`config.mk`:
```
export PLATFORM = sky130hd
export DESIGN_NAME = pps_addr_gen
export DESIGN_NICKNAME = d
export VERILOG_FILES = /design/src/design/assert_macros.svh /design/src/design/pps_pkg.sv /design/src/design/pps_addr_gen.sv
export SDC_FILE = /design/constraint.sdc
export NUM_CORES = 1
export LEC_CHECK = 0
export ABC_CLOCK_PERIOD_IN_PS = 9250
export BUFFER_PORTS_ARGS = -buffer_cell sky130_fd_sc_hd__buf_2
export CAP_MARGIN = 20
export CORE_MARGIN = 1
export CORE_UTILIZATION = 61
export CTS_CLUSTER_SIZE = 20
export DETAILED_ROUTE_END_ITERATION = 16
export PLACE_DENSITY = 0.83
export SYNTH_ARGS = -nofsm -noshare
export SYNTH_HDL_FRONTEND = slang
export SYNTH_SLANG_ARGS = --single-unit
```
`constraint.sdc`:
```
create_clock -name i_clk -period 9.25 [get_ports i_clk]
set_clock_uncertainty 0.15 [all_clocks]
set_input_delay 1.3875 -clock i_clk [delete_from_list [all_inputs] [get_ports i_clk]]
set_output_delay 1.3875 -clock i_clk [all_outputs]
set_load 0.005 [all_outputs]
```
`src/design/assert_macros.svh`:
```
// Assertion helpers for the design files.
`ifndef ASSERT_MACROS_SVH
`define ASSERT_MACROS_SVH

// Checked at every rising edge while reset is released.
`define PPS_ASSERT(label, clk, rst_n, prop, msg) \
    label: assert property (@(posedge clk) disable iff (!(rst_n)) (prop)) else $error(msg);

// Checked at every rising edge, reset included.
`define PPS_ASSERT_ALWAYS(label, clk, prop, msg) \
    label: assert property (@(posedge clk) (prop)) else $error(msg);

`endif

```
`src/design/pps_pkg.sv`:
```
package pps_pkg;

    localparam int PLANE_BYTES = 16384;
    localparam int PLANE_COUNT = 4;
    localparam int WORD_W      = PLANE_COUNT * 8;
    localparam int ADDR_W      = $clog2(PLANE_BYTES);

    localparam int X_W        = 12;
    localparam int Y_W        = 10;
    localparam int STRIDE_W   = 8;
    localparam int LIMIT_W    = 10;
    localparam int OFFSET_W   = 18;
    localparam int CFG_W      = 10;
    localparam int CFG_IDX_W  = 1;

    localparam logic [STRIDE_W-1:0] STRIDE_RESET = 8'd40;
    localparam logic [LIMIT_W-1:0]  LIMIT_RESET  = 10'd224;

    // Configuration register indexes.
    localparam logic [CFG_IDX_W-1:0] CFG_LINE_STRIDE = 1'b0;
    localparam logic [CFG_IDX_W-1:0] CFG_LINE_LIMIT  = 1'b1;

    // Command codes.
    localparam logic CMD_PLOT    = 1'b0;
    localparam logic CMD_RESTORE = 1'b1;

    typedef struct packed {
        logic                   command;
        logic [X_W-1:0]         x_coord;
        logic [Y_W-1:0]         y_coord;
        logic [PLANE_COUNT-1:0] restore_mask;
    } t_in_item;

    typedef struct packed {
        logic [PLANE_COUNT-1:0] changed_mask;
        logic                   rejected;
    } t_out_item;

    typedef struct packed {
        logic [OFFSET_W-1:0] offset;
        logic                reject;
    } t_addr_info;

endpackage

```
`src/design/pps_addr_gen.sv`:
```
module pps_addr_gen (
    input  logic                      i_clk,
    input  logic                      i_rst_n,
    input  logic                      i_cfg_we,
    input  logic [pps_pkg::CFG_IDX_W-1:0] i_cfg_index,
    input  logic [pps_pkg::CFG_W-1:0] i_cfg_data,
    input  logic                      i_load,
    input  logic [pps_pkg::X_W-1:0]   i_x_coord,
    input  logic [pps_pkg::Y_W-1:0]   i_y_coord,
    output pps_pkg::t_addr_info       o_info
);

    import pps_pkg::*;

    logic [STRIDE_W-1:0] r_stride;
    logic [LIMIT_W-1:0]  r_limit;
    t_addr_info          r_info;
    t_addr_info          n_info;
    logic [OFFSET_W-1:0] product;

    always_ff @(posedge i_clk) begin
        if (!i_rst_n) begin
            r_stride <= STRIDE_RESET;
            r_limit  <= LIMIT_RESET;
        end else if (i_cfg_we) begin
            unique case (i_cfg_index)
                CFG_LINE_STRIDE: r_stride <= i_cfg_data[STRIDE_W-1:0];
                CFG_LINE_LIMIT:  r_limit  <= i_cfg_data[LIMIT_W-1:0];
                default: ;
            endcase
        end
    end

    // Byte offset is stride * y plus the byte column; the widest case still fits.
    always_comb begin
        product       = OFFSET_W'(r_stride) * OFFSET_W'(i_y_coord);
        n_info.offset = product + OFFSET_W'(i_x_coord[X_W-1:3]);
        n_info.reject = (i_y_coord >= r_limit)
                     || (n_info.offset >= OFFSET_W'(PLANE_BYTES));
    end

    always_ff @(posedge i_clk) begin
        if (i_load) begin
            r_info <= n_info;
        end
    end

    assign o_info = r_info;

endmodule

```
==> reports/summary.txt, run 1 <==
GR Overflow Total: 0
placed cells: 609
Post-CTS Hold Fix Bufs: 0
Leakage: 2.49 nW
DRT Wirelength: 8960 um
Synth Area in Compound Gates: 9.49%
cell accounting for the most synthesized area: fa_1
GP Congestion: 0.844
flop-to-flop setup slack: 3610 ps
final slew viol count: 0
final net count: 663
Worst EP arrival: 6200 ps
core area: 6870 um^2
detailed-route via count: 3321
worst setup path startpoint: i_y_coord[4]
Synth top cells by count: inv_1 (100), nand2_1 (67), fa_1 (57), and2_1 (55), ha_1 (49)
distinct cell type count after synthesis: 37
Worst-Margin Slew: 722 ps
Max-Cap Viols: 0
buffers added on ports: 52
Slew HR: 51.3%
Hold Vio Cnt, Final: 0
DR iter-0 viols: 114
TritonCTS Buffers: 5
vias in the first global route: 3360
post_cts resized: 0
mux contribution to synthesized area: 0%
Net Count, Synth: 619
async set or reset register ratio after synthesis: 0%
cell count after synthesis: 476
Fin Hold WS: 318 ps
status: finished clean
Synth Cell Area: 4380 um^2
post-synthesis sequential area ratio: 21.3%
initial antenna violation count: 0
combinational family with the most area after synthesis: adder cells
Crit Path Category: input pin to flip-flop
Worst setup EP type: flip-flop
Worst R2R Start: r_stride[7]
row cnt: 30
I/O pin cnt: 56
detail-routed net length per standard cell: 14.5 um
power density over cell area: 170 nW/um^2
Final HPWL DP: 7210 um
CP endpoint: o_info[0]
worst skew pair latency: 310 ps
post-route ant nets: 0
Seq cells post-synth: 37
Finished Layout Cells: 617
Layout area overhead: 10.1%
htree depth: 2
clock sink count: 37
worst r2r dst: o_info[0]
worst hold path type: flip-flop to flip-flop
post-synth top area share: 26.1%
CTS tree: done
full die area: 7520 um^2
Synth Area in Adders: 40.1%
top post-synthesis cells by area: fa_1 (26%), ha_1 (14%), edfxtp_1 (13%), inv_1 (8.6%), dfxtp_1 (8.2%)
DRC violations left: 0
RSZ-0062 raised after global routing: false
Post-Synth XOR/XNOR Area: 2.60%
setup violators final: 0
top-count cell post-synth: inv_1
reg2reg path depth: 15
Horiz. Die Dim: 86.7 um
final cycle utilization of the critical path: 68.1%
Antenna diodes: 0
Post-Synth Simple-Gate Area: 16.6%
Clock Tree Buf Depth: 2
GR Util All Layers: 26.4%
setup bufs post-CTS: 0
Max FO, Critical Path: 9
Post-synth EDFFs: 19
largest net degree at the start of global routing: 20
highest clock rate: 0.159 GHz
CP required: 9150 ps
Root Buffer: clkbuf_8
DRT Pass-1 Iters: 4
Final TNS setup: 0 ps
layout cells sized above 1: 11.7%
Primary FF master, synth: edfxtp_1
vias per cell: 5.38
Worst VDD drop: 0.0858 mV
Avg Inst Size Synth: 9.20 um^2
first-pass GRT wire length: 15200 um
Yosys warning total: 0
clock slew at reported path FFs: 80 ps
Starting Density: 63.8%
crit path launch type: input pin
fin crit period: 6300 ps
Die Height: 86.7 um
## where the power goes
part / internal [mW] / leakage (nW) / switching [mW] / total, mW
logic: 0.182 / 2.09 / 0.245 / 0.427
clock network: 0.0869 / 0.0651 / 0.0690 / 0.156
registers: 0.224 / 0.334 / 0.0114 / 0.235
## layout by cell type, fill, tap and decap left out
| master | n |
|---|---|
| a31o_2 | 1 |
| a21o_1 | 8 |
| buf_2 | 52 |
| inv_1 | 100 |
| a32o_1 | 1 |
| inv_6 | 1 |
| a31oi_1 | 1 |
| a21oi_1 | 12 |
| nor4_1 | 1 |
| o211ai_1 | 5 |
| a21boi_0 | 14 |
| and3_1 | 2 |
| edfxtp_1 | 19 |
| nand3_1 | 3 |
| clkbuf_16 | 2 |
| a32oi_1 | 1 |
| dfxtp_1 | 18 |
| nand4_1 | 3 |
| a31o_1 | 1 |
| nand2b_1 | 3 |
| o21bai_1 | 1 |
| xor2_1 | 5 |
| nor2b_1 | 3 |
| a211oi_1 | 3 |
| nor2_1 | 7 |
| o21ai_0 | 4 |
| clkbuf_8 | 5 |
| xnor2_1 | 8 |
| and2_1 | 55 |
| a221oi_1 | 1 |
| o2111ai_1 | 1 |
| a311o_1 | 1 |
| fa_1 | 57 |
| o21a_1 | 3 |
| nand2_1 | 67 |
| or3_1 | 1 |
| or4_1 | 1 |
| a221o_1 | 1 |
| ha_1 | 49 |
## kinds of logic after synthesis
family / Yosys count
flops: 37
buf+inv: 115
simple gates: 146
compound gates: 59
fa+ha+maj: 106
xor+xnor: 13
## worst min-delay path by stage
| stage | startpoint | end | slack [ps] | cells after the start |
|---|---|---|---|---|
| after floorplan | r_stride[7] | r_stride[7] | 290 | 2 |
| after global placement | r_limit[4] | r_limit[4] | 300 | 2 |
| after detailed placement | r_limit[3] | r_limit[3] | 310 | 2 |
| after CTS | r_limit[3] | r_limit[3] | 320 | 2 |
| after global routing | r_limit[3] | r_limit[3] | 340 | 2 |
| final | r_limit[3] | r_limit[3] | 320 | 2 |
## registers in the layout, summed over array words and instances, names as in the netlist
| register | cells |
|---|---|
| r_limit | 10 |
| o_info | 19 |
| r_stride | 8 |
## per-stage QoR
step                      utilization, %  power [mW]  instance area (um^2)  setup slack, ps
after global placement              68.4       0.641                  4700             2740
after detailed placement            68.4       0.659                  4700             2680
after floorplan                        -       0.551                  4380             3070
final                               70.2       0.819                  4820             2950
after CTS                           70.2       0.818                  4820             2990
after global routing                70.2       0.885                  4820             2760
## layout make-up
class / instances / area, um^2
timing repair buffer: 52 / 260
multi-input combinational: 324 / 3010
tap: 96 / 120
fill: 545 / 2050
clock inverter: 1 / 8.76
inverter: 100 / 375
sequential: 37 / 931
clock buffer: 7 / 119
## worst max-delay path, cell delays in order
cell and delay [ps]:
buf_2 160, and2_1 190, fa_1 550, inv_1 60
fa_1 520, inv_1 60, fa_1 530, inv_1 50
fa_1 530, inv_1 40, ha_1 390, a21o_1 240
a311o_1 360, a32oi_1 200, a211oi_1 110, or4_1 510
or3_1 310
## routing by layer
metal,global-route usage (%),vias to the layer above,wire [um]
met2,47.5,102,4610
met3,4.95,16,415
met1,32.0,1628,3780
li1,-,1575,-
met5,0,-,0
met4,8.48,0,165
No activity file was read; power rests on OpenSTA's default activity.
==> run 2: changes to the inputs <==
Settings changed: ABC_CLOCK_PERIOD_IN_PS 9250 to 5060, CORE_UTILIZATION 61 to 54, PLACE_DENSITY 0.83 to 0.78.
Clock period 9.25 ns to 5.06 ns, I/O delays scaled along.
==> run 2 against run 1 <==
Compared with the run above:
- first-iteration DRC count up 27%
- utilization increased by 0.42 points
- total power rose by 120%
- global-route usage down 2.4 points
- sequential power up 81%
- sequential share of layout area down 2.3 points
- final cell count increased by 11%
- via count grew 5.5%
- largest cell class unchanged
- highest routed layer unchanged
==> reports/summary.txt, run 2 (synthesis results as in run 1) <==
initial antenna violation count: 0 (unchanged)
CP required: 4960 ps (was 9150 ps)
full die area: 8470 um^2 (was 7520 um^2)
Worst EP arrival: 4930 ps (was 6200 ps)
Horiz. Die Dim: 92.1 um (was 86.7 um)
Worst VDD drop: 0.195 mV (was 0.0858 mV)
Worst-Margin Slew: 514 ps (was 722 ps)
Crit Path Category: input pin to flip-flop (unchanged)
fin crit period: 5020 ps
Hold Path Depth: 2 (unchanged)
setup violators final: 0 (unchanged)
Fillers: 576 (was 545)
Max-Cap Viols: 0 (unchanged)
Starting Density: 56.4% (was 63.8%)
setup ws final: 35.6 ps (was 2950 ps)
worst hold path type: flip-flop to flip-flop (unchanged)
Hold Vio Cnt, Final: 0 (unchanged)
Finished Layout Cells: 684 (was 617)
detailed-route via count: 3503 (was 3321)
Final HPWL DP: 7640 um (was 7210 um)
DRT Wirelength: 9530 um (was 8960 um)
largest net degree at the start of global routing: 20 (unchanged)
Sequential cell area: 932 um^2 (was 931 um^2)
pre-CTS WS: -526 ps (was 2680 ps)
first-pass GRT wire length: 16000 um (was 15200 um)
most frequent cells in the layout: inv_1 (94), buf_4 (63), nand2_1 (60) (was inv_1 (100), nand2_1 (67), fa_1 (57))
detail-routed net length per standard cell: 13.9 um (was 14.5 um)
htree depth: 2 (unchanged)
vias per cell: 5.12 (was 5.38)
final net count: 724 (was 663)
Post-CTS Hold Fix Bufs: 0 (unchanged)
Worst setup EP type: flip-flop (unchanged)
total chip power: 1.83 mW (was 0.819 mW)
highest clock rate: 0.199 GHz
Layout area overhead: 25.3% (was 10.1%)
row cnt: 32 (was 30)
Root Buffer: clkbuf_8 (unchanged)
worst skew pair latency: 310 ps (about the same)
Antenna diodes: 0 (unchanged)
I/O pin cnt: 56 (unchanged)
placed cells: 674 (was 609)
post-route cell area: 5490 um^2 (was 4820 um^2)
Clock Tree Buf Depth: 2 (unchanged)
most common cell after layout, fill and taps aside: inv_1 (unchanged)
Final TNS setup: 0 ps (unchanged)
layout cells sized above 1: 27.5% (was 11.7%)
reg2reg path depth: 15 (unchanged)
status: finished clean (unchanged)
RSZ-0062 raised after global routing: true (was false)
Max FO, Critical Path: 9 (unchanged)
CTS tree: done (unchanged)
Die Height: 92.1 um (was 86.7 um)
multi-input logic area: 3170 um^2 (was 3010 um^2)
final cycle utilization of the critical path: 99.3%
DRT Pass-1 Iters: 4 (unchanged)
final slew viol count: 0 (unchanged)
DR iter-0 viols: 145 (was 114)
GR Overflow Total: 0 (unchanged)
TritonCTS Buffers: 5 (unchanged)
Leakage: 2.81 nW (was 2.49 nW)
crit path launch type: input pin (unchanged)
GP Congestion: 0.859 (was 0.844)
vias in the first global route: 3533 (was 3360)
DP Area: 5150 um^2 (was 4700 um^2)
buffers added on ports: 52 (unchanged)
power density over cell area: 333 nW/um^2 (was 170 nW/um^2)
clock sink count: 37 (unchanged)
clock slew at reported path FFs: 90 ps (was 80 ps)
max reg flops: 19 (unchanged)
core area: 7770 um^2 (was 6870 um^2)
DRC violations left: 0 (unchanged)
post-route ant nets: 0 (unchanged)
Slew HR: 65.7% (was 51.3%)
GR Util All Layers: 24.0% (was 26.4%)
==> run 2: power by group <==
part	leakage, nW	switching, mW	total, mW	internal (mW)
clock	0.0651	0.129	0.289	0.159
combinational	2.41	0.540	1.11	0.572
sequential	0.334	0.0158	0.426	0.410
==> run 2: worst max-delay path, cell delays in order <==
cell and delay [ps]:
buf_6 120, and2_4 160, fa_1 560, fa_1 470, fa_1 560, inv_1 60
fa_1 520, inv_1 60, ha_4 210, o21ai_1 200, a21oi_1 130, a21oi_2 200
xnor2_2 110, or4_1 490, or3_1 310
==> run 2: layout make-up <==
| class | instances | area share [%] |
|---|---|---|
| Inverter | 100 | 6.84 |
| Clock inverter | 1 | 0.160 |
| Timing Repair Buffer | 113 | 13.8 |
| Multi-Input combinational cell | 324 | 57.8 |
| Clock buffer | 7 | 2.17 |
| Sequential cell | 37 | 17.0 |
| Tap cell | 102 | 2.33 |
==> run 2: worst paths after layout <==
check | slack [ps] | end | from
min reg2reg | 320 | r_limit[2] | r_limit[2]
max | 40 | o_info[0] | i_y_coord[4]
min | 320 | r_limit[2] | r_limit[2]
max reg2reg | 90 | o_info[0] | r_stride[2]
==> run 2: metrics by stage <==
stage	hold slack (ps)	util, %
2_1_floorplan	292	-
3_3_place_gp	302	66.3
3_5_place_dp	306	66.3
4_1_cts	319	69.3
5_1_grt	356	70.6
6_report	317	70.6
==> run 2: repair_timing <==
action                                  4_1_cts  5_1_grt
setup buffers                                 1        1
pin swaps                                    15       29
gates resized for setup                      19       35
endpoints found under the setup margin        1        1
==> run 2: per-layer routing <==
layer	share of wire [%]	wire, um	track usage (%)	vias up
li1	-	-	-	1699
met1	44	4210	32.4	1712
met2	50	4760	40.9	77
met3	4.1	395	2.74	15
met4	1.6	157	6.38	0
met5	0	0	0	-
==> run 3: changes to the inputs <==
Settings changed: CORE_MARGIN 1 to 4.
==> run 3 against run 2 <==
Compared with the run above:
- the flow now finishes with violations (negative setup slack)
- final cell count fell by 1.2%
- sequential power hardly changed
- count of clock-buffer cells in the layout fell by 1
- highest routed layer unchanged
- utilization fell by 2.1 points
- critical path type unchanged
- largest cell class unchanged
- non-clock buffer count shrank 8
- setup slack got worse by 73 ps
- global-route usage is 3.6 points lower
- die area up 13%
- sequential share of layout area up 0.43 points
- cell area fell by 2.5%
- fmax is 1.4% lower
- largest power group unchanged
==> reports/summary.txt, run 3 (synthesis results as in run 1) <==
status: complete, but fails checks (was finished clean)
failing checks: negative setup slack
max reg flops: 19 (unchanged)
Post-CTS Hold Fix Bufs: 0 (unchanged)
Horiz. Die Dim: 98.1 um (was 92.1 um)
Final TNS setup: -37.4 ps (was 0 ps)
initial antenna violation count: 0 (unchanged)
core area: 7810 um^2 (was 7770 um^2)
worst setup path startpoint: i_y_coord[6] (was i_y_coord[4])
Max-Cap Viols: 0 (unchanged)
Antenna diodes: 0 (unchanged)
largest net degree at the start of global routing: 20 (unchanged)
Die Height: 98.1 um (was 92.1 um)
full die area: 9610 um^2 (was 8470 um^2)
hold wc startpoint: r_limit[4] (was r_limit[2])
setup violators final: 1 (was 0)
Fillers: 617 (was 576)
CTS tree: done (unchanged)
RSZ-0062 raised after global routing: true (unchanged)
TritonCTS Buffers: 5 (unchanged)
GR Util All Layers: 20.4% (was 24.0%)
worst skew pair latency: 300 ps (was 310 ps)
most frequent cells in the layout: inv_1 (97), nand2_1 (64), buf_4 (57) (was inv_1 (94), buf_4 (63), nand2_1 (60))
vias in the first global route: 3671 (was 3533)
row cnt: 32 (unchanged)
DP Area: 5080 um^2 (was 5150 um^2)
Slew HR: 64.8% (was 65.7%)
highest clock rate: 0.196 GHz (was 0.199 GHz)
Layout area overhead: 22.2% (was 25.3%)
Crit Path Category: input pin to flip-flop (unchanged)
post-route cell area: 5350 um^2 (was 5490 um^2)
fin crit period: 5100 ps (was 5020 ps)
Final HPWL DP: 8010 um (was 7640 um)
GP Congestion: 0.907 (was 0.859)
layout cells sized above 1: 24.6% (was 27.5%)
crit path launch type: input pin (unchanged)
Max FO, Critical Path: 7 (was 9)
vias per cell: 5.16 (was 5.12)
post-route ant nets: 0 (unchanged)
Leakage: 2.77 nW (was 2.81 nW)
Hold Vio Cnt, Final: 0 (unchanged)
final slew viol count: 0 (unchanged)
htree depth: 2 (unchanged)
DRT Wirelength: 9630 um (was 9530 um)
power density over cell area: 321 nW/um^2 (was 333 nW/um^2)
total chip power: 1.72 mW (was 1.83 mW)
DR iter-0 viols: 109 (was 145)
final core utilization: 68.5% (was 70.6%)
Clock Tree Buf Depth: 2 (unchanged)
GR Overflow Total: 0 (unchanged)
I/O pin cnt: 56 (unchanged)
DRC violations left: 0 (unchanged)
clock slew at reported path FFs: 90 ps (about the same)
most common cell after layout, fill and taps aside: inv_1 (unchanged)
Worst-Margin Slew: 527 ps (was 514 ps)
clock sink count: 37 (unchanged)
Worst R2R Start: r_stride[6] (was r_stride[2])
Starting Density: 56.1% (was 56.4%)
Root Buffer: clkbuf_8 (unchanged)
final cycle utilization of the critical path: 101% (was 99.3%)
Worst VDD drop: 0.151 mV (was 0.195 mV)
Worst setup EP type: flip-flop (unchanged)
detail-routed net length per standard cell: 14.3 um (was 13.9 um)
final net count: 716 (was 724)
worst hold path type: flip-flop to flip-flop (unchanged)
DRT Pass-1 Iters: 4 (unchanged)
buffers added on ports: 52 (unchanged)
CP required: 4960 ps (about the same)
detailed-route via count: 3490 (was 3503)
Worst EP arrival: 5000 ps (was 4930 ps)
setup ws final: -37.4 ps (was 35.6 ps)
first-pass GRT wire length: 16000 um (about the same)
run 3: changes by cell type in the layout (fill, tap and decap cells not counted), sizes merged:
| cell | change |
|---|---|
| clkinv | +1 |
| clkbuf | -1 |
| buf | -8 |
run 3: report_power, final:
group	switching (mW)	internal (mW)
Clock	0.124	0.128
Sequential	0.0175	0.410
Combinational	0.519	0.517
Total	0.660	1.06
run 3: what timing repair did:
item / CTS / global route
endpoints found under the setup margin: 1 / 1
pin swaps: 17 / 6
buffers inserted: 3 / 0
resized for setup: 28 / 11
run 3: critical path, stage by stage:
cell and delay, ps:
buf_12 110, and2_4 150, fa_1 550, inv_2 40, fa_1 520, inv_1 50
fa_1 490, inv_2 40, fa_1 510, inv_2 50, ha_4 220, a21o_1 210
a311o_1 310, a32oi_1 190, a211oi_2 100, or4_1 380, or3_1 310
run 3: metal layers:
layer  share of wire (%)  vias to the layer above  GRT usage [%]
li1                    -                     1677              -
met1                  41                     1709           26.0
met2                  52                       88           36.2
met3                 5.4                       16           2.57
met4                 1.9                        0           5.96
met5                   0                        -              0
run 3: final timing paths:
path | endpoint | slack, ps | depth (start not counted)
hold reg to reg | r_limit[4] | 320 | 2
hold / removal | r_limit[4] | 320 | 2
setup / recovery | o_info[0] | -40 | 17
setup reg to reg | o_info[0] | 40 | 15
run 3: layout make-up:
type | count | area (um^2) | share of cell area (%)
Timing Repair Buffer | 105 | 696 | 13.0
Tap cell | 102 | 128 | 2.39
Clock buffer | 6 | 93.8 | 1.75
Inverter | 100 | 375 | 7.02
Clock inverter | 2 | 15.0 | 0.281
Sequential cell | 37 | 932 | 17.4
Multi-Input combinational cell | 324 | 3110 | 58.1
run 3: per-stage QoR:
stage	worst slack (ps)	hold slack (ps)	instances
6_report	-37.4	319	676
3_5_place_dp	-611	311	665
4_1_cts	-21.2	323	676
2_1_floorplan	-177	292	476
5_1_grt	-203	347	676
3_3_place_gp	-460	302	665
